[config.mk]
export PLATFORM = sky130hd
export DESIGN_NAME = dps_mul
export DESIGN_NICKNAME = d
export VERILOG_FILES = /design/src/rtl/core/dps_pkg.sv /design/src/rtl/core/dps_mul.sv
export SDC_FILE = /design/constraint.sdc
export NUM_CORES = 2
export LEC_CHECK = 0
export BUFFER_PORTS_ARGS = -buffer_cell sky130_fd_sc_hd__buf_2
export CAP_MARGIN = 40
export CORE_MARGIN = 2
export CORE_UTILIZATION = 40
export DETAILED_ROUTE_END_ITERATION = 8
export SETUP_SLACK_MARGIN = 0.1
export SYNTH_ARGS = -nofsm -noshare
export SYNTH_HDL_FRONTEND = slang
export SYNTH_SLANG_ARGS = --single-unit
[constraint.sdc]
create_clock -name clk -period 8.3 [get_ports clk]
set_input_delay 0.415 -clock clk [delete_from_list [all_inputs] [get_ports clk]]
set_output_delay 0.415 -clock clk [all_outputs]
set_load 0.01 [all_outputs]
[src/rtl/core/dps_pkg.sv]
package dps_pkg;

  localparam int CFG_IDX_W  = 3;
  localparam int CFG_DATA_W = 32;

  localparam logic [CFG_IDX_W-1:0] REG_LENGTH    = 3'd0;
  localparam logic [CFG_IDX_W-1:0] REG_G_OVER_L  = 3'd1;
  localparam logic [CFG_IDX_W-1:0] REG_DAMPING   = 3'd2;
  localparam logic [CFG_IDX_W-1:0] REG_PIVOT_X   = 3'd3;
  localparam logic [CFG_IDX_W-1:0] REG_PIVOT_Y   = 3'd4;
  localparam logic [CFG_IDX_W-1:0] REG_START_ANG = 3'd5;
  localparam logic [CFG_IDX_W-1:0] REG_START_VEL = 3'd6;

  // Q30 angle constants
  localparam logic signed [34:0] Q30_PI      = 35'sd3373259426;
  localparam logic signed [34:0] Q30_HALF_PI = 35'sd1686629713;
  localparam logic signed [34:0] Q30_TWO_PI  = 35'sd6746518852;
  localparam logic signed [33:0] Q30_GAIN    = 34'sd652032874;
  localparam int ATAN_ENTRIES = 24;

  localparam int MUL_W  = 33;
  localparam int PROD_W = 67;

  typedef enum logic [1:0] {
    SH_Q30  = 2'd0,
    SH_FRAC = 2'd1,
    SH_DAMP = 2'd2
  } shift_sel_t;

  typedef struct packed {
    logic                    start;
    logic signed [MUL_W-1:0] a;
    logic signed [MUL_W-1:0] b;
    logic signed [MUL_W-1:0] addend;
    logic                    negate;
    shift_sel_t              shift_sel;
  } mul_req_t;

  function automatic logic [29:0] atan_q30(input logic [4:0] i);
    logic [29:0] v;
    case (i)
      5'd0:  v = 30'h3243F6A8;
      5'd1:  v = 30'h1DAC6705;
      5'd2:  v = 30'h0FADBAFC;
      5'd3:  v = 30'h07F56EA6;
      5'd4:  v = 30'h03FEAB76;
      5'd5:  v = 30'h01FFD55B;
      5'd6:  v = 30'h00FFFAAA;
      5'd7:  v = 30'h007FFF55;
      5'd8:  v = 30'h003FFFEA;
      5'd9:  v = 30'h001FFFFD;
      5'd10: v = 30'h000FFFFF;
      5'd11: v = 30'h0007FFFF;
      5'd12: v = 30'h0003FFFF;
      5'd13: v = 30'h0001FFFF;
      5'd14: v = 30'h0000FFFF;
      5'd15: v = 30'h00007FFF;
      5'd16: v = 30'h00003FFF;
      5'd17: v = 30'h00001FFF;
      5'd18: v = 30'h00000FFF;
      5'd19: v = 30'h000007FF;
      5'd20: v = 30'h000003FF;
      5'd21: v = 30'h000001FF;
      5'd22: v = 30'h000000FF;
      5'd23: v = 30'h0000007F;
      default: v = 30'h0;
    endcase
    return v;
  endfunction

endpackage

[src/rtl/core/dps_mul.sv]
module dps_mul #(
  parameter int FRAC_BITS = 16
) (
  input  logic               clk,
  input  logic               rst,
  input  dps_pkg::mul_req_t  req,
  output logic               done,
  output logic signed [31:0] result
);
  import dps_pkg::*;

  logic                     v1;
  logic signed [PROD_W-1:0] prod;
  logic signed [MUL_W-1:0]  addend;
  logic                     negate;
  shift_sel_t               shift_sel;

  logic signed [PROD_W-1:0] rnd;
  logic signed [PROD_W-1:0] shifted;
  logic signed [PROD_W-1:0] sum;

  // Stage one: product; addend, negate and shift select are registered alongside
  always_ff @(posedge clk) begin
    if (rst) begin
      v1 <= 1'b0;
    end else begin
      v1 <= req.start;
    end
    if (req.start) begin
      prod      <= PROD_W'(req.a * req.b);
      addend    <= req.addend;
      negate    <= req.negate;
      shift_sel <= req.shift_sel;
    end
  end

  // Stage two: round half up, shift, optional negate, add, saturate
  always_comb begin
    case (shift_sel)
      SH_Q30: begin
        rnd     = prod + (PROD_W'(1) <<< 29);
        shifted = rnd >>> 30;
      end
      SH_FRAC: begin
        rnd     = prod + (PROD_W'(1) <<< (FRAC_BITS - 1));
        shifted = rnd >>> FRAC_BITS;
      end
      SH_DAMP: begin
        rnd     = prod + (PROD_W'(1) <<< 15);
        shifted = rnd >>> 16;
      end
      default: begin
        rnd     = prod;
        shifted = prod;
      end
    endcase
    sum = (negate ? -shifted : shifted) + PROD_W'(addend);
  end

  always_ff @(posedge clk) begin
    if (rst) begin
      done <= 1'b0;
    end else begin
      done <= v1;
    end
    if (v1) begin
      if (sum > PROD_W'(64'sh7FFF_FFFF)) begin
        result <= 32'sh7FFF_FFFF;
      end else if (sum < -PROD_W'(64'sh8000_0000)) begin
        result <= 32'sh8000_0000;
      end else begin
        result <= sum[31:0];
      end
    end
  end

  a_no_stray_done: assert property (@(posedge clk) disable iff (rst)
    done |-> $past(req.start, 2))
    else $error("multiplier result without request");

endmodule

## Word level (Yosys, flattened, before mapping)

Index checks and enable logic that the tools add are counted.
W data, S select, Z words.

| word-level totals | value |
|---|---|
| bits in registers | 137 |
| word-level logic and storage cells | 21 |
| output and inout port bits | 33 |
| input bits | 105 |

| cells by class | value |
|---|---|
| add/subtract/negate cells | 4 |
| multipliers | 1 |
| mux-type cells | 3 |
| reduce and logical (&&, ||, !) cells | 2 |
| eq/ne operators | 2 |
| magnitude comparators | 2 |

Operators by type and width:

| cell | number |
|---|---|
| $pmux W67 S2 | 1 |
| $add A67 B17 Y67 const B | 1 |
| $add A67 B31 Y67 const B | 1 |
| $add A67 B33 Y67 | 1 |
| $gt A67 B32 Y1 const B | 1 |
| $lt A67 B32 Y1 const B | 1 |
| $mux W67 | 1 |
| $neg A67 Y67 | 1 |
| $mul A33 B33 Y66 | 1 |
| $mux W32 | 1 |
| $eq A2 B1 Y1 const B | 1 |
| $eq A2 B2 Y1 const B | 1 |
| $logic_not A2 Y1 | 1 |
| $reduce_or A2 Y1 | 1 |

## Depth between registers and ports, before layout

| depth | value |
|---|---|
| depth after elaboration | 8 |
| gate-level depth with buffers | 36 |
| mapped depth without buffers | 32 |

## Least setup slack after synthesis

No wires, ideal clock.

| timing | value |
|---|---|
| path kind | input port to flip-flop |
| start | input port req[44] (netlist bit) |
| end | register prod[63] (data pin) |
| stages | 27 |
| path slack | -0.289 ns |
| setup time | 0.262 ns |
| buffers on the path | 3 |
| arrival | 8.327 ns |
| cell sequence | clkbuf_1 -> clkbuf_1 -> nand2_1 -> fa_1 -> inv_1 -> fa_1 -> fa_1 -> fa_1 -> fa_1 -> fa_1 -> fa_1 -> fa_1 -> ha_1 -> clkbuf_1 -> a211oi_1 -> nor2_1 -> nor4_1 -> o31ai_1 -> o21ba_2 -> o311ai_0 -> a211oi_1 -> a21oi_1 -> a211oi_1 -> o21ai_0 -> a221oi_1 -> mux2i_1 -> nand3_1 |

| on the way | value |
|---|---|
| cells in the longest elaborated chain, start to end | 1 |

RTL lines:

| element | line | RTL |
|---|---|---|
| start: declaration | dps_mul.sv:6 | `input dps_pkg::mul_req_t req,` |
| $mul A33 B33 Y66 | dps_mul.sv:30 | `prod <= PROD_W'(req.a * req.b);` |
| end signal: assignment | dps_mul.sv:30 |  |
| end: declaration | dps_mul.sv:13 | `logic signed [PROD_W-1:0] prod;` |

No other way between the ends.
A chain may end at the register's enable or synchronous reset.

## Final worst setup path

| timing | value |
|---|---|
| start | input port req[82] (netlist bit) |
| end | register prod[64] (data pin) |

Same word-level chain as after synthesis.

==> results.json <==
{
  "hp-class": "input port to flop",
  "final_max_slew_viol_count": 0,
  "clock.fmax_mhz": 126,
  "synth_seq_area_share_pct": 7.99,
  "finalCriticalPeriod_ns": 7.97,
  "wl_per_cell_um": 19.8,
  "r2r-end": "result[5]$_SDFFCE_PN1P_",
  "cts_tree": "yes",
  "grt_overflow": 0,
  "cts-htree-levels": 4,
  "coreArea_um2": 126000,
  "die_area_um2": 130000,
  "place_congestion": 0.979,
  "holdPathEnd": "addend[32]$_DFFE_PP_",
  "io_pins": 138,
  "clk_path_buf_depth": 2,
  "numCtsBuffers": 17,
  "status": "finished clean",
  "max-cap-violations": 0,
  "synth_edf_count": 134,
  "start_kind": "input port",
  "skew_ns": 0.0131,
  "critPathMaxFanout": 10,
  "synth.distinct_cells": 85,
  "layout_common_cells": "1142 x fa_1, 1064 x inv_1, 972 x nand2_1",
  "grt_setup_unrepaired": "false",
  "syn_avg_cell_area_um2": 8.97,
  "met3_length_mm": 9.68,
  "r2r_start": "prod[31]$_DFFE_PP_",
  "drive_gt1_share_pct": 14.4,
  "crit_slowest_cell": "fa_1",
  "syn-num-nets": 7209,
  "routed_via_density": 5.24,
  "path_class": "input port to flop",
  "ys_ff_latch": 136,
  "post-route-period-util_pct": 96.0,
  "grt_pass1_vias": 43200,
  "place_hpwl_mm": 136,
  "worstHoldPathCells": 1,
  "clock-sinks": 136,
  "ff2ff_setup_slack_ns": 0.44,
  "insertion_delay_ns": 0.46,
  "synthCells": 5668,
  "synth_top_flop_cell": "edfxtp_1",
  "worstHoldStart": "req[35]",
  "initial_utilization_pct": 40.4,
  "crit_arrival_ns": 8.15,
  "grt_max_degree": 67,
  "nNetsFinal": 7704,
  "ys_async_sr_fraction_pct": 0,
  "relSlewSlack_pct": 46.1,
  "area_growth_pct": 15.1,
  "met2_wirelength_mm": 73.3,
  "num_vias": 41000,
  "cpPeakStageDelay_ns": 0.59,
  "wl_mm": 155,
  "top_layer": "met5",
  "worstPathRequired_ns": 8.49,
  "r2r_cells": 27,
  "worstSetupEndpointType": "flop",
  "drc_errors": 0,
  "grt_pass1_wl_mm": 245,
  "setup_viol_count_final": 0,
  "ys.warnings.count": 0,
  "grt_use_total_pct": 24.0,
  "hold_viol_final": 0,
  "antenna_found_initial": 3,
  "drtIter0Drc": 2951,
  "cts.clk_slew.worst_paths_ns": 0.07,
  "rows": 130,
  "setup_tns_ns": 0,
  "hold_ws_ns": 0.130,
  "io_buffers": 137,
  "worst_path_most_repeated_cell": "fa_1",
  "die_h_um": 361,
  "worst_pin_slew_ns": 0.809,
  "wl_met1_mm": 67.3,
  "netlist_area_um2": 50800,
  "first_pass_iters": 5,
  "ant_nets": 0,
  "final_common_cell": "fa_1",
  "root_buffer": "clkbuf_16",
  "dieWidth_um": 361
}
## layer usage
layer	GRT usage, %	up-vias
met4	6.86	2
met1	32.9	20900
li1	-	18600
met3	3.14	206
met2	39.9	1300
met5	0	-
## state kept, by name (all words and copies together) (netlist names)
| register | flops |
|---|---|
| shift_sel | 2 |
| done | 1 |
| prod | 66 |
| result | 32 |
| v1 | 1 |
| negate | 1 |
| addend | 33 |
## synthesized netlist by cell type, drive strengths merged (9+ instances only)
library cell  count  area [µm²]
fa             1146       22900
inv            1065        4000
nand2           972        3650
ha              290        3630
clkbuf          279        1050
and2            275        1720
a21oi           169         846
o21ai           162         811
nor2            145         544
xnor2           143        1260
edfxtp          134        4020
xor2            104         911
nand3            73         375
nand4            68         425
nor3             67         335
nand2b           61         382
a21o             52         390
buf              38         191
nor4             35         249
or3              29         181
o21bai           25         188
and3             24         150
o31ai            24         180
a31oi            20         125
a211oi           19         143
o211ai           18         135
o21a             18         135
or4              15         113
and4             13         114
o221ai           12         105
a221oi           11        96.3
mux2i            10         100
nor2b            10        62.6
or2               9        56.3
## layout make-up
class | count | area [µm²]
antenna | 2 | 5.00
clock buffer | 18 | 429
clock inverter | 12 | 153
fill | 12200 | 67300
inverter | 1068 | 4010
multi-input combinational | 4147 | 41800
sequential | 136 | 4060
tap | 1650 | 2060
timing repair buffer | 793 | 6050
## through the flow
step / instance area (µm²) / utilization, % / setup slack [ns] / std cells
after global routing: 58500 / 46.5 / 0.0565 / 7826
after floorplan: 50900 / - / 0.141 / 5668
after detailed placement: 57600 / 45.8 / -0.497 / 7784
after CTS: 58200 / 46.2 / 0.102 / 7814
after global placement: 57600 / 45.7 / -0.408 / 7783
final: 58500 / 46.5 / 0.333 / 7826
## how the worst max path moves through the flow
stage / start / end
2_1_floorplan: req[44] / prod[63]$_DFFE_PP_
3_3_place_gp: req[45] / prod[64]$_DFFE_PP_
3_5_place_dp: req[83] / prod[64]$_DFFE_PP_
4_1_cts: prod[29]$_DFFE_PP_ / result[5]$_SDFFCE_PN1P_
5_1_grt: shift_sel[1]$_DFFE_PP_ / result[1]$_SDFFCE_PN1P_
6_report: req[82] / prod[64]$_DFFE_PP_
## logic make-up (layout without fill, tap and decap cells)
family / Yosys count / after routing / synth area share, %
buf+inv: 1385 / 1891 / 10.3
simple gates: 1816 / 1816 / 16.8
mux: 15 / 15 / 0.315
xor+xnor: 247 / 247 / 4.27
fa+ha+maj: 1436 / 1436 / 52.3
flops: 136 / 136 / 7.99
other cells: 0 / 2 / 0
compound gates: 633 / 633 / 8.08
## critical path: cells and delay by family
kind            cells  cell delay, ns
fa+ha+maj           9            4.51
compound gates     10            2.00
simple gates        3            0.27
buf+inv             6            0.85
xor+xnor            1            0.12
## repair_timing
action	4_1_cts	5_1_grt
resized for setup	5	58
endpoints found under the setup margin	34	39
pin swaps	3	7
buffers inserted	0	10
hold buffers	0	0
Power is not shown: default switching activity piles up to over one toggle a cycle in this logic, so the estimate is an artifact.
