[config.mk]
export PLATFORM = sky130hd
export DESIGN_NAME = dps_cordic
export DESIGN_NICKNAME = d
export VERILOG_FILES = /design/src/rtl/core/dps_pkg.sv /design/src/rtl/core/dps_cordic.sv
export SDC_FILE = /design/constraint.sdc
export NUM_CORES = 1
export LEC_CHECK = 0
export ABC_AREA = 1
export BUFFER_PORTS_ARGS = -buffer_cell sky130_fd_sc_hd__buf_2
export CAP_MARGIN = 25
export CORE_MARGIN = 5
export CORE_UTILIZATION = 47
export CTS_CLUSTER_SIZE = 14
export DETAILED_ROUTE_END_ITERATION = 6
export GPL_ROUTABILITY_DRIVEN = 0
export PLACE_DENSITY = 0.67
export SLEW_MARGIN = 20
export SYNTH_ARGS = -nofsm -noshare
export SYNTH_HDL_FRONTEND = slang
export SYNTH_SLANG_ARGS = --single-unit
[constraint.sdc]
create_clock -name clk -period 5.5 [get_ports clk]
set_input_delay 1.1 -clock clk [delete_from_list [all_inputs] [get_ports clk]]
set_output_delay 1.1 -clock clk [all_outputs]
set_load 0.01 [all_outputs]
[src/rtl/core/dps_pkg.sv]
package dps_pkg;

  localparam int CFG_IDX_W  = 3;
  localparam int CFG_DATA_W = 32;

  localparam logic [CFG_IDX_W-1:0] REG_LENGTH    = 3'd0;
  localparam logic [CFG_IDX_W-1:0] REG_G_OVER_L  = 3'd1;
  localparam logic [CFG_IDX_W-1:0] REG_DAMPING   = 3'd2;
  localparam logic [CFG_IDX_W-1:0] REG_PIVOT_X   = 3'd3;
  localparam logic [CFG_IDX_W-1:0] REG_PIVOT_Y   = 3'd4;
  localparam logic [CFG_IDX_W-1:0] REG_START_ANG = 3'd5;
  localparam logic [CFG_IDX_W-1:0] REG_START_VEL = 3'd6;

  // Q30 angle constants
  localparam logic signed [34:0] Q30_PI      = 35'sd3373259426;
  localparam logic signed [34:0] Q30_HALF_PI = 35'sd1686629713;
  localparam logic signed [34:0] Q30_TWO_PI  = 35'sd6746518852;
  localparam logic signed [33:0] Q30_GAIN    = 34'sd652032874;
  localparam int ATAN_ENTRIES = 24;

  localparam int MUL_W  = 33;
  localparam int PROD_W = 67;

  typedef enum logic [1:0] {
    SH_Q30  = 2'd0,
    SH_FRAC = 2'd1,
    SH_DAMP = 2'd2
  } shift_sel_t;

  typedef struct packed {
    logic                    start;
    logic signed [MUL_W-1:0] a;
    logic signed [MUL_W-1:0] b;
    logic signed [MUL_W-1:0] addend;
    logic                    negate;
    shift_sel_t              shift_sel;
  } mul_req_t;

  function automatic logic [29:0] atan_q30(input logic [4:0] i);
    logic [29:0] v;
    case (i)
      5'd0:  v = 30'h3243F6A8;
      5'd1:  v = 30'h1DAC6705;
      5'd2:  v = 30'h0FADBAFC;
      5'd3:  v = 30'h07F56EA6;
      5'd4:  v = 30'h03FEAB76;
      5'd5:  v = 30'h01FFD55B;
      5'd6:  v = 30'h00FFFAAA;
      5'd7:  v = 30'h007FFF55;
      5'd8:  v = 30'h003FFFEA;
      5'd9:  v = 30'h001FFFFD;
      5'd10: v = 30'h000FFFFF;
      5'd11: v = 30'h0007FFFF;
      5'd12: v = 30'h0003FFFF;
      5'd13: v = 30'h0001FFFF;
      5'd14: v = 30'h0000FFFF;
      5'd15: v = 30'h00007FFF;
      5'd16: v = 30'h00003FFF;
      5'd17: v = 30'h00001FFF;
      5'd18: v = 30'h00000FFF;
      5'd19: v = 30'h000007FF;
      5'd20: v = 30'h000003FF;
      5'd21: v = 30'h000001FF;
      5'd22: v = 30'h000000FF;
      5'd23: v = 30'h0000007F;
      default: v = 30'h0;
    endcase
    return v;
  endfunction

endpackage

[src/rtl/core/dps_cordic.sv]
module dps_cordic #(
  parameter int FRAC_BITS    = 16,
  parameter int CORDIC_STEPS = 16
) (
  input  logic               clk,
  input  logic               rst,
  input  logic               start,
  input  logic signed [31:0] angle,
  output logic               done,
  output logic signed [31:0] sin_q30,
  output logic signed [31:0] cos_q30
);
  import dps_pkg::*;

  localparam int RW   = 64 - FRAC_BITS;
  localparam int KMAX = 30 - FRAC_BITS;
  localparam int NS   = (CORDIC_STEPS < ATAN_ENTRIES) ? CORDIC_STEPS : ATAN_ENTRIES;
  localparam logic [RW-1:0] RED_OFS = RW'(Q30_TWO_PI) << (29 - FRAC_BITS);
  localparam logic [RW-1:0] MOD_TOP = RW'(Q30_TWO_PI) << KMAX;

  typedef enum logic [3:0] {
    C_IDLE = 4'b0001,
    C_RED  = 4'b0010,
    C_FOLD = 4'b0100,
    C_ROT  = 4'b1000
  } cordic_state_t;

  cordic_state_t      state;
  logic [RW-1:0]      r;
  logic [RW-1:0]      m;
  logic [4:0]         cnt;
  logic               neg;
  logic signed [33:0] x;
  logic signed [33:0] y;
  logic signed [34:0] z;

  logic signed [RW-1:0] ang_wide;
  logic signed [34:0]   rr;
  logic signed [34:0]   wrapped;
  logic signed [34:0]   atan_ext;

  always_comb begin
    ang_wide = RW'(angle) <<< (30 - FRAC_BITS);
    rr       = $signed(r[34:0]);
    wrapped  = (rr > Q30_PI) ? rr - Q30_TWO_PI : rr;
    atan_ext = $signed({5'b0, atan_q30(cnt)});
  end

  always_ff @(posedge clk) begin
    if (rst) begin
      state <= C_IDLE;
      done  <= 1'b0;
    end else begin
      done <= 1'b0;
      case (state)
        C_IDLE: begin
          if (start) begin
            r     <= RW'(ang_wide) + RED_OFS;
            m     <= MOD_TOP;
            cnt   <= 5'(KMAX);
            state <= C_RED;
          end
        end
        C_RED: begin
          // one conditional subtract of 2*pi<<k per cycle
          if (r >= m) begin
            r <= r - m;
          end
          m   <= m >> 1;
          cnt <= cnt - 5'd1;
          if (cnt == 5'd0) begin
            state <= C_FOLD;
          end
        end
        C_FOLD: begin
          x   <= Q30_GAIN;
          y   <= '0;
          cnt <= '0;
          if (wrapped > Q30_HALF_PI) begin
            z   <= wrapped - Q30_PI;
            neg <= 1'b1;
          end else if (wrapped < -Q30_HALF_PI) begin
            z   <= wrapped + Q30_PI;
            neg <= 1'b1;
          end else begin
            z   <= wrapped;
            neg <= 1'b0;
          end
          state <= C_ROT;
        end
        C_ROT: begin
          if (z >= 0) begin
            x <= x - (y >>> cnt);
            y <= y + (x >>> cnt);
            z <= z - atan_ext;
          end else begin
            x <= x + (y >>> cnt);
            y <= y - (x >>> cnt);
            z <= z + atan_ext;
          end
          cnt <= cnt + 5'd1;
          if (cnt == 5'(NS - 1)) begin
            done  <= 1'b1;
            state <= C_IDLE;
          end
        end
        default: state <= C_IDLE;
      endcase
    end
  end

  // x and y hold the last rotation once done pulses
  assign sin_q30 = neg ? -y[31:0] : y[31:0];
  assign cos_q30 = neg ? -x[31:0] : x[31:0];

  a_done_from_rot: assert property (@(posedge clk) disable iff (rst)
    done |-> $past(state == C_ROT))
    else $error("cordic done outside rotation");

endmodule
Word-level counts from Yosys, hierarchy flattened --
Memory sizes are Yosys's and may differ from the RTL's. A register that Yosys moved wholly into a read port is not among the register bits. Index checks and enable logic that the tools add are counted.
Storage, ports and cells: bits in registers 210, ROM bits 960, input bits 35, output and inout port bits 65, logic and storage cells 79, memories kept 1
Cells by class: add/subtract/negate cells 15, $lt $le $gt $ge 5, equality and inequality tests 9, shift operators 2, muxes and demuxes 25, bitwise logic cells 2, reduce and logical (&&, ||, !) cells 11
Memories:
- (no name shown) | depth 32, width 30, read ports 1, clocked after memory_dff 1, write ports 0, RTL line dps_pkg.sv:41 | case (i)
Operators by type and width (number):
- one-hot mux 48 bit (2 select lines) | 2
- two-way mux 48 bit | 3
- two-way mux 35 bit | 4
- one-hot mux 34 bit (2 select lines) | 2
- one-hot mux 35 bit (2 select lines) | 1
- adder 34 bit | 2
- two-way mux 34 bit | 2
- >>> shifter 34 x 5 -> 34 bit | 2
- subtractor 34 bit | 2
- two-way mux 32 bit | 2
- negator 32 bit | 2
- adder 46 x 47 -> 48 bit, second input constant | 1
- >= comparator 48 bit | 1
- subtractor 48 bit | 1
- adder 35 x 31 -> 35 bit | 1
- adder 35 x 33 -> 35 bit, second input constant | 1
- >= comparator 35 x 1 -> 1 bit, second input constant | 1
- > comparator 35 x 32 -> 1 bit, second input constant | 1
- > comparator 35 x 33 -> 1 bit, second input constant | 1
- less-than comparator 35 x 32 -> 1 bit, second input constant | 1
- subtractor 35 x 31 -> 35 bit | 1
- subtractor 35 x 33 -> 35 bit, second input constant | 1
- subtractor 35 x 34 -> 35 bit, second input constant | 1
- one-hot mux 5 bit (4 select lines) | 1
- 20 further kinds | 32

Depth between registers and ports, before layout --
Gate-level depths: netlist of run 1.
depth in word-level cells 6, depth in mapped cells 37, gate-level depth less buffers 36

Worst setup path after synthesis of run 1 --
No wires, ideal clock.
path type register to register, start register r[0], end register r[0], enable pin, setup time 0.470 ns, arrival 4.839 ns, required time 5.030 ns, slack 0.191 ns, stages on the path, launching flop included 15, path buffers 0, period minus slack after synthesis 5.309 ns, path through edfxtp_1 > inv_1 > ha_1 > fa_1 > o21ai_0 > a21oi_1 > inv_1 > a21oi_1 > o21ai_0 > a21oi_1 > o21ai_0 > o21ai_0 > inv_1 > o21ai_0 > a21oi_1
On the way: cells in the longest elaborated chain, start to end 3
RTL lines:
- from (decl) | RTL line dps_cordic.sv:29 | logic [RW-1:0] r;
- from (signal assigned) | RTL line dps_cordic.sv:58 | r <= RW'(ang_wide) + RED_OFS;
- from (signal assigned) | RTL line dps_cordic.sv:67 | r <= r - m;
- >= comparator 48 bit | RTL line dps_cordic.sv:66 | if (r >= m) begin
- != test 2 bit (no line)
- AND reduction 4 bit (no line)
No other way between the ends. A chain may end at the register's enable or synchronous reset.

Worst setup path after layout of run 1 --
start register cnt[0], end register x[23], data pin
On the way: cells in the longest elaborated chain, start to end 4, elaborated cells on any way between the ends 5, classes of those cells add/sub: 2; shift: 1; mux: 2
RTL lines:
- from (decl) | RTL line dps_cordic.sv:31 | logic [4:0] cnt;
- from (signal assigned) | RTL line dps_cordic.sv:60 | cnt <= 5'(KMAX);
- from (signal assigned) | RTL line dps_cordic.sv:70 | cnt <= cnt - 5'd1;
- from (signal assigned) | RTL line dps_cordic.sv:101 | cnt <= cnt + 5'd1;
- >>> shifter 34 x 5 -> 34 bit * | RTL line dps_cordic.sv:93, dps_cordic.sv:97
- adder 34 bit or subtractor 34 bit (tied branches) | RTL line dps_cordic.sv:97, dps_cordic.sv:93
- two-way mux 34 bit * | RTL line dps_cordic.sv:92 | if (z >= 0) begin
- one-hot mux 34 bit (2 select lines) * | RTL line dps_cordic.sv:55 | case (state)
- to (signal assigned) | RTL line dps_cordic.sv:93 | x <= x - (y >>> cnt);
- to (signal assigned) | RTL line dps_cordic.sv:97 | x <= x + (y >>> cnt);
- to (decl) | RTL line dps_cordic.sv:33 | logic signed [33:0] x;
Mark *: on every way between the ends. The rest lies on a longest branch, timed or not.

==> out/results.ini, run 1 <==
[yosys]
synth_area_leader_cell = edfxtp_1
synth_area_per_cell_um2 = 6.101
number_of_distinct_standard_cells_referenced_by_the_synthesized_netlist = 66
synth.area.top_cells = edfxtp_1, nand2_1, o21ai_0, nor2_1, inv_1
syn_inst = 5097
ys_top_cells_by_count = nand2_1, nor2_1, inv_1, o21ai_0, a21oi_1
synth.yosys.seq_area_share_pct = 21.95
yosysWarningCount = 0
netlist_area_um2 = 31100
async_flop_share_pct = 0
dominantRegCellSynth = edfxtp_1
synth-edff-count = 204
post-synth-top-count-cell = nand2_1
synth-seq-cells = 239
synthesis.nets = 5305
synth_top_cell_area_share_pct = 19.70

[routing]
vias = 34950
m1WireLength_um = 47060
met2RoutedLength_um = 48470
post_drt_via_cell_ratio = 5.681
route.antenna.remaining_nets = 0
remaining_drc_errors = 1
met3_length_um = 10390
drtPass1Iterations = 7
maxUsedRoutingLayer = met4
routedWlPerCell_um = 17.85
routed_wl_um = 109800
first_iter_violations = 3998

[pwr]
power_frac_seq_pct = 25.9
switching_share_pct = 45.61
p_sw_uw = 4137
power_per_cell_area_nw_per_um2 = 262.1
peak_vdd_ir_v = 0.0001861
power.combinational.fraction_pct = 48.8
clkPwrFrac_pct = 25.4
internal_power_uw = 4933
total_leakage_power_uw = 0.01662

[die]
fp-row-count = 94
pin_count = 100
floorplan.die_area_um2 = 71410
core_um2 = 65750
floorplan.initialDensity_pct = 47.30
fp.dieH_um = 267.2
die_x_um = 267.2

[finish]
antenna_cells = 0
area_delta_synth_final_pct = 11.28
layout-drive-gt1-share_pct = 9.571
finalNetCount = 5471
final_cell_area_um2 = 34610
post_layout_nonfiller_instances = 6151
n_fill_cell = 6783
final_core_util_pct = 52.64

[timing]
timing.final.hold_violations = 0
fin_crit_sh_pct = 94.39
finalWorstPathRequiredPeriod_ns = 5.191
fmax_mhz = 192.6
tightest_slew_ns = 0.9486
setup-violations-final = 0
setup_repair_after_global_routing_missed_its_margin = yes
drv_slew = 0
fin_worst_skew_ns = 0.03255
max_slew_margin_pct = 35.12

[setup_path]
worstSetupEndpointType = register
critical-path-top-delay-family = compound AO/OA/AOI/OAI gates
timing.critical_path.arrival_ns = 5.49
cp_max_fo = 35
setup.worst_path.start_class = register
timing.critical_path.required_ns = 5.80
critPathKind = register to register
critical-path-slowest-cell = edfxtp_1
critical_path.max_stage_delay_ns = 0.43
critical_path.n_buffers_inverters = 4

[placed_design]
total_instance_count_after_detailed_placement = 6087
place.port_buffers = 99
dp.final_hpwl_um = 86310
placed_cell_area_um2 = 33330

[run_status]
violations = DRC
run_status = complete, but fails checks

[cts]
cts-htree-levels = 2
clkSlewWorstSetupHoldPaths_ns = 0.06
cts_tree = yes
root_buffer = clkbuf_16
numCtsBuffers = 34
cts-root-to-sink-buffers = 3
insertion_delay_of_the_later_clocked_pin_in_the_worst_skew_pair_ns = 0.56
clock_sinks = 239

[worst_hold_path]
holdCritPathClass = register to register

[run]
drv_cap = 0

[global_routing]
grt_overflow = 0
track_usage_pct = 29.38
antenna_found_initial = 0
first_global_vias = 31660
grt_start_max_net_pins = 77
grt_pass1_wl_um = 171000

## worst min-delay path: stages, from the launching register on
cell	delay, ns
edfxtp_1	0.31
inv_1	0.05
nand2_1	0.05
## through the flow
| stage | setup TNS, ns | worst slack, ns | hold slack [ns] | power [uW] |
|---|---|---|---|---|
| floorplan | 0 | 0.1909 | 0.4959 | 5474 |
| global placement | 0 | 0.1678 | 0.4994 | 6604 |
| detailed placement | 0 | 0.01588 | 0.5078 | 6643 |
| CTS | 0 | 0.01105 | 0.5211 | 8977 |
| global route | -0.02522 | -0.01209 | 0.5519 | 9671 |
| finish | 0 | 0.3087 | 0.5179 | 9069 |
## cell type report
cell class	count	area (um2)	area share, %
multi-input cells	4121	21440	61.95
well taps	864	1081	3.124
inverters	589	2221	6.418
flip-flops and latches	239	6827	19.73
clock inverters	19	217.7	0.6291
repair buffers	278	1914	5.532
clock buffers	41	908.4	2.625
## power by group through the flow
stage	Combinational (uW)	Clock (uW)	Sequential, uW
2_1_floorplan	3160	0	2310
3_3_place_gp	4230	0	2380
3_5_place_dp	4270	0	2380
4_1_cts	4300	2340	2340
5_1_grt	4900	2420	2360
6_report	4420	2300	2350
## timing repair
action,in CTS,in global routing
endpoints found under the hold margin,0,0
setup buffers,0,4
setup endpoints to repair,0,26
gates resized for setup,0,52
hold buffers,0,0
## placed cells by master (no fill, tap or decap), types with 11 or more instances in the layout
| master | n |
|---|---|
| o21a_1 | 32 |
| inv_1 | 561 |
| buf_4 | 173 |
| xnor2_1 | 55 |
| nand4_1 | 62 |
| nand3b_1 | 13 |
| edfxtp_1 | 204 |
| nor4_1 | 16 |
| nand2_2 | 48 |
| clkbuf_16 | 35 |
| or2_2 | 27 |
| xor2_1 | 170 |
| nor2_2 | 16 |
| a21o_1 | 18 |
| mux2i_1 | 27 |
| o21ai_0 | 424 |
| o211ai_1 | 16 |
| o21ai_1 | 30 |
| a21boi_0 | 11 |
| nand3_1 | 313 |
| inv_2 | 20 |
| nand2_1 | 1487 |
| nor3_1 | 59 |
| ha_1 | 168 |
| a31oi_1 | 56 |
| dfxtp_1 | 35 |
| nor2_1 | 583 |
| buf_2 | 99 |
| a21oi_1 | 353 |
## kinds of logic after synthesis
kind of cell	after synthesis	share of synthesized area, %
AOI/OAI and AO/OA	1029	18.20
xor gates and xnor gates	225	6.337
adders and majority gates	173	7.081
buffers and inverters	737	9.583
DFF	239	21.95
muxes	27	0.8690
and+or+nand+nor	2667	35.98
## registers in the layout, summed over array words and instances (netlist names)
signal    flops
neg           1
state         4
x            34
r            48
z            35
m            47
done          1
atan_ext     30
y            34
cnt           5
## final timing paths
| kind | start | to | slack [ns] | cells after the start |
|---|---|---|---|---|
| worst min register to register | m[46] | m[45] | 0.52 | 2 |
| worst max-delay path | cnt[0] | x[23] | 0.31 | 25 |
| worst min-delay path | m[46] | m[45] | 0.52 | 2 |
| worst max register to register | cnt[0] | x[23] | 0.31 | 25 |
## per-layer routing
layer	track usage (%)	vias up
met3	4.878	250
met2	47.07	1644
met5	0	-
met4	9.662	0
li1	-	17230
met1	40.54	15830
(Power assumes the default switching activity.)
==> run 2: changes to the inputs <==
- BUFFER_PORTS_ARGS: -buffer_cell sky130_fd_sc_hd__buf_2 -> not set
- DONT_BUFFER_PORTS: not set -> 1
- PLACE_DENSITY: 0.67 -> 0.64
- clock period: 5.5 -> 5.11 ns (I/O delays scaled with it)
==> out/results.ini, run 2 (synthesized netlist as in run 1, its figures left out) <==
[run_status]
run_status = finished, final reports clean

[finish]
area_delta_synth_final_pct = 18.05
layout-drive-gt1-share_pct = 14.25  ; +4.7 points
antenna_cells = 0  ; unchanged
seq_area_um2 = 6827  ; unchanged
top_register = r
largest_register_ff_count = 48  ; unchanged
n_fill_cell = 6704  ; -1.2%
finalNetCount = 5642  ; +3.1%
multi_input_comb_area_um2 = 21960  ; +2.4%
mostFrequentLayoutCells = nand2_1, nor2_1, inv_1
biggestRegsByFlops = r (48), m (47), z (35)
layout_commonest_cell = nand2_1

[die]
pin_count = 100  ; unchanged
fp-row-count = 94  ; unchanged
floorplan.initialDensity_pct = 47.30  ; unchanged
die_x_um = 267.2  ; unchanged
core_um2 = 65750  ; unchanged
fp.dieH_um = 267.2  ; unchanged
floorplan.die_area_um2 = 71410  ; unchanged

[worst_hold_path]
holdCritPathClass = input port to register
min_path_cells = 1  ; -1

[global_routing]
first_global_vias = 32540  ; +2.8%
track_usage_pct = 29.79  ; +0.42 points
grt_start_max_net_pins = 77  ; unchanged
grt_overflow = 0  ; unchanged
antenna_found_initial = 0  ; unchanged
grt_pass1_wl_um = 173600  ; +1.6%

[setup_path]
cp_max_fo = 13  ; -63%
critPathKind = register to register
timing.critical_path.arrival_ns = 5.42  ; -0.07 ns
worstSetupEndpointType = register
critical_path.max_stage_delay_ns = 0.45  ; +0.02 ns
critical-path-top-cell-by-count = buf_4
setup.worst_path.start_class = register
critical_path.n_buffers_inverters = 11  ; +7
critical-path-top-delay-family = simple AND/OR/NAND/NOR gates
worstRegToRegCells = 32  ; +28%
critical-path-slowest-cell = edfxtp_1
timing.critical_path.depth = 32  ; +28%
timing.critical_path.required_ns = 5.49  ; -0.31 ns

[routing]
routedWlPerCell_um = 17.81  ; -0.21%
vias = 35590  ; +1.9%
route.antenna.remaining_nets = 0  ; unchanged
routed_wl_um = 112600  ; +2.6%
first_iter_violations = 3592  ; -10%
remaining_drc_errors = 0  ; -1
drtPass1Iterations = 6  ; -1
post_drt_via_cell_ratio = 5.629  ; -0.92%

[timing]
setup-violations-final = 0  ; unchanged
fin_worst_skew_ns = 0.03323  ; +0.0006841 ns
setup_ws_ns = 0.06311  ; -0.2456 ns
max_slew_margin_pct = 36.09  ; +0.97 points
fin_crit_sh_pct = 98.77  ; +4.4 points
drv_slew = 0  ; unchanged
fmax_mhz = 198.1  ; +2.9%
finalWorstPathRequiredPeriod_ns = 5.047  ; -0.1444 ns
tightest_slew_ns = 0.9586  ; +0.009945 ns
timing.final.hold_violations = 0  ; unchanged
setup_repair_after_global_routing_missed_its_margin = yes

[pwr]
power_frac_seq_pct = 25.0  ; -0.9 points
p_sw_uw = 4489  ; +8.5%
total_leakage_power_uw = 0.01763  ; +6.1%
finalPower_uw = 9963  ; +9.9%
power.combinational.fraction_pct = 51.9  ; +3.1 points
power_per_cell_area_nw_per_um2 = 271.4  ; +3.6%
switching_share_pct = 45.06  ; -0.55 points
internal_power_uw = 5473  ; +11%
clkPwrFrac_pct = 23.2  ; -2.2 points
peak_vdd_ir_v = 0.0002977  ; +60%

[cts]
root_buffer = clkbuf_16
insertion_delay_of_the_later_clocked_pin_in_the_worst_skew_pair_ns = 0.62  ; +0.06 ns
numCtsBuffers = 31  ; -8.8%
cts_tree = yes
clkSlewWorstSetupHoldPaths_ns = 0.06  ; about the same
cts-root-to-sink-buffers = 3  ; unchanged
clock_sinks = 239  ; unchanged
cts-htree-levels = 1  ; -1

[run]
drv_cap = 0  ; unchanged

[placed_design]
place.port_buffers = 0  ; -100%
pre_cts_ws_ns = -0.3425  ; -0.3584 ns
dp.final_hpwl_um = 88840  ; +2.9%

## run 2: cell count changes in the layout (fill, tap and decap cells not counted), sizes merged
cell / before / now
clkinvlp: 5 / 0
clkinv: 12 / 7
clkbuf: 41 / 50
inv: 587 / 590
buf: 278 / 450
bufinv: 4 / 2
## run 2: layout make-up
class | instances | area share [%]
Clock buffer | 48 | 2.570
Multi-Input combinational cell | 4121 | 59.81
Tap cell | 864 | 2.945
Timing Repair Buffer | 452 | 9.703
Inverter | 589 | 6.043
Clock inverter | 10 | 0.3340
Sequential cell | 239 | 18.60
## run 2: power groups by stage
| stage | clock network, uW | logic [uW] | registers (uW) |
|---|---|---|---|
| after floorplan | 0 | 3400 | 2490 |
| after global placement | 0 | 4840 | 2520 |
| final | 2310 | 5170 | 2490 |
| after detailed placement | 0 | 4890 | 2520 |
| after CTS | 2340 | 4930 | 2490 |
| after global routing | 2420 | 5700 | 2500 |
## run 2: what timing repair did
action | 4_1_cts | 5_1_grt
resized for setup | 33 | 226
hold buffers | 0 | 0
pin swaps | 1 | 48
cloned | 0 | 2
endpoints found under the setup margin | 20 | 40
setup buffers | 1 | 22
## run 2: worst paths after layout
check / slack, ns / startpoint / end
worst max-delay path: 0.06 / cnt[0] / x[33]
worst min-delay path: 0.48 / rst / state[3]
worst max register to register: 0.06 / cnt[0] / x[33]
worst min register to register: 0.53 / m[40] / m[39]
## run 2: worst register-to-register path, delay by kind of cell (launching register included)
kind,cells,cell delay [ns]
flops,1,0.45
xor+xnor,1,0.17
buf+inv,11,1.47
simple gates,15,1.85
mux,1,0.25
fa+ha+maj,1,0.31
compound gates,3,0.34
## run 2: per-layer routing
metal  track usage, %  share of wire (%)  routed length, um  vias up
li1                 -                  -                  -    17580
met1            39.83                 42              47670    16160
met2            48.33                 45              50170     1546
met3            4.887                8.5               9585      305
met4            11.82                4.6               5179        0
met5                0                  0                  0        -
## run 2: through the flow
stage | cell area [um2] | hold slack [ns] | setup TNS (ns) | std cells | util, %
4_1_cts | 35880 | 0.4570 | 0 | 6299 | 54.58
2_1_floorplan | 31100 | 0.4959 | 0 | 5097 | -
5_1_grt | 36710 | 0.4716 | -2.794 | 6323 | 55.84
3_3_place_gp | 34730 | 0.5069 | -1.658 | 6239 | 52.83
6_report | 36710 | 0.4833 | 0 | 6323 | 55.84
3_5_place_dp | 34750 | 0.5135 | -3.246 | 6240 | 52.86
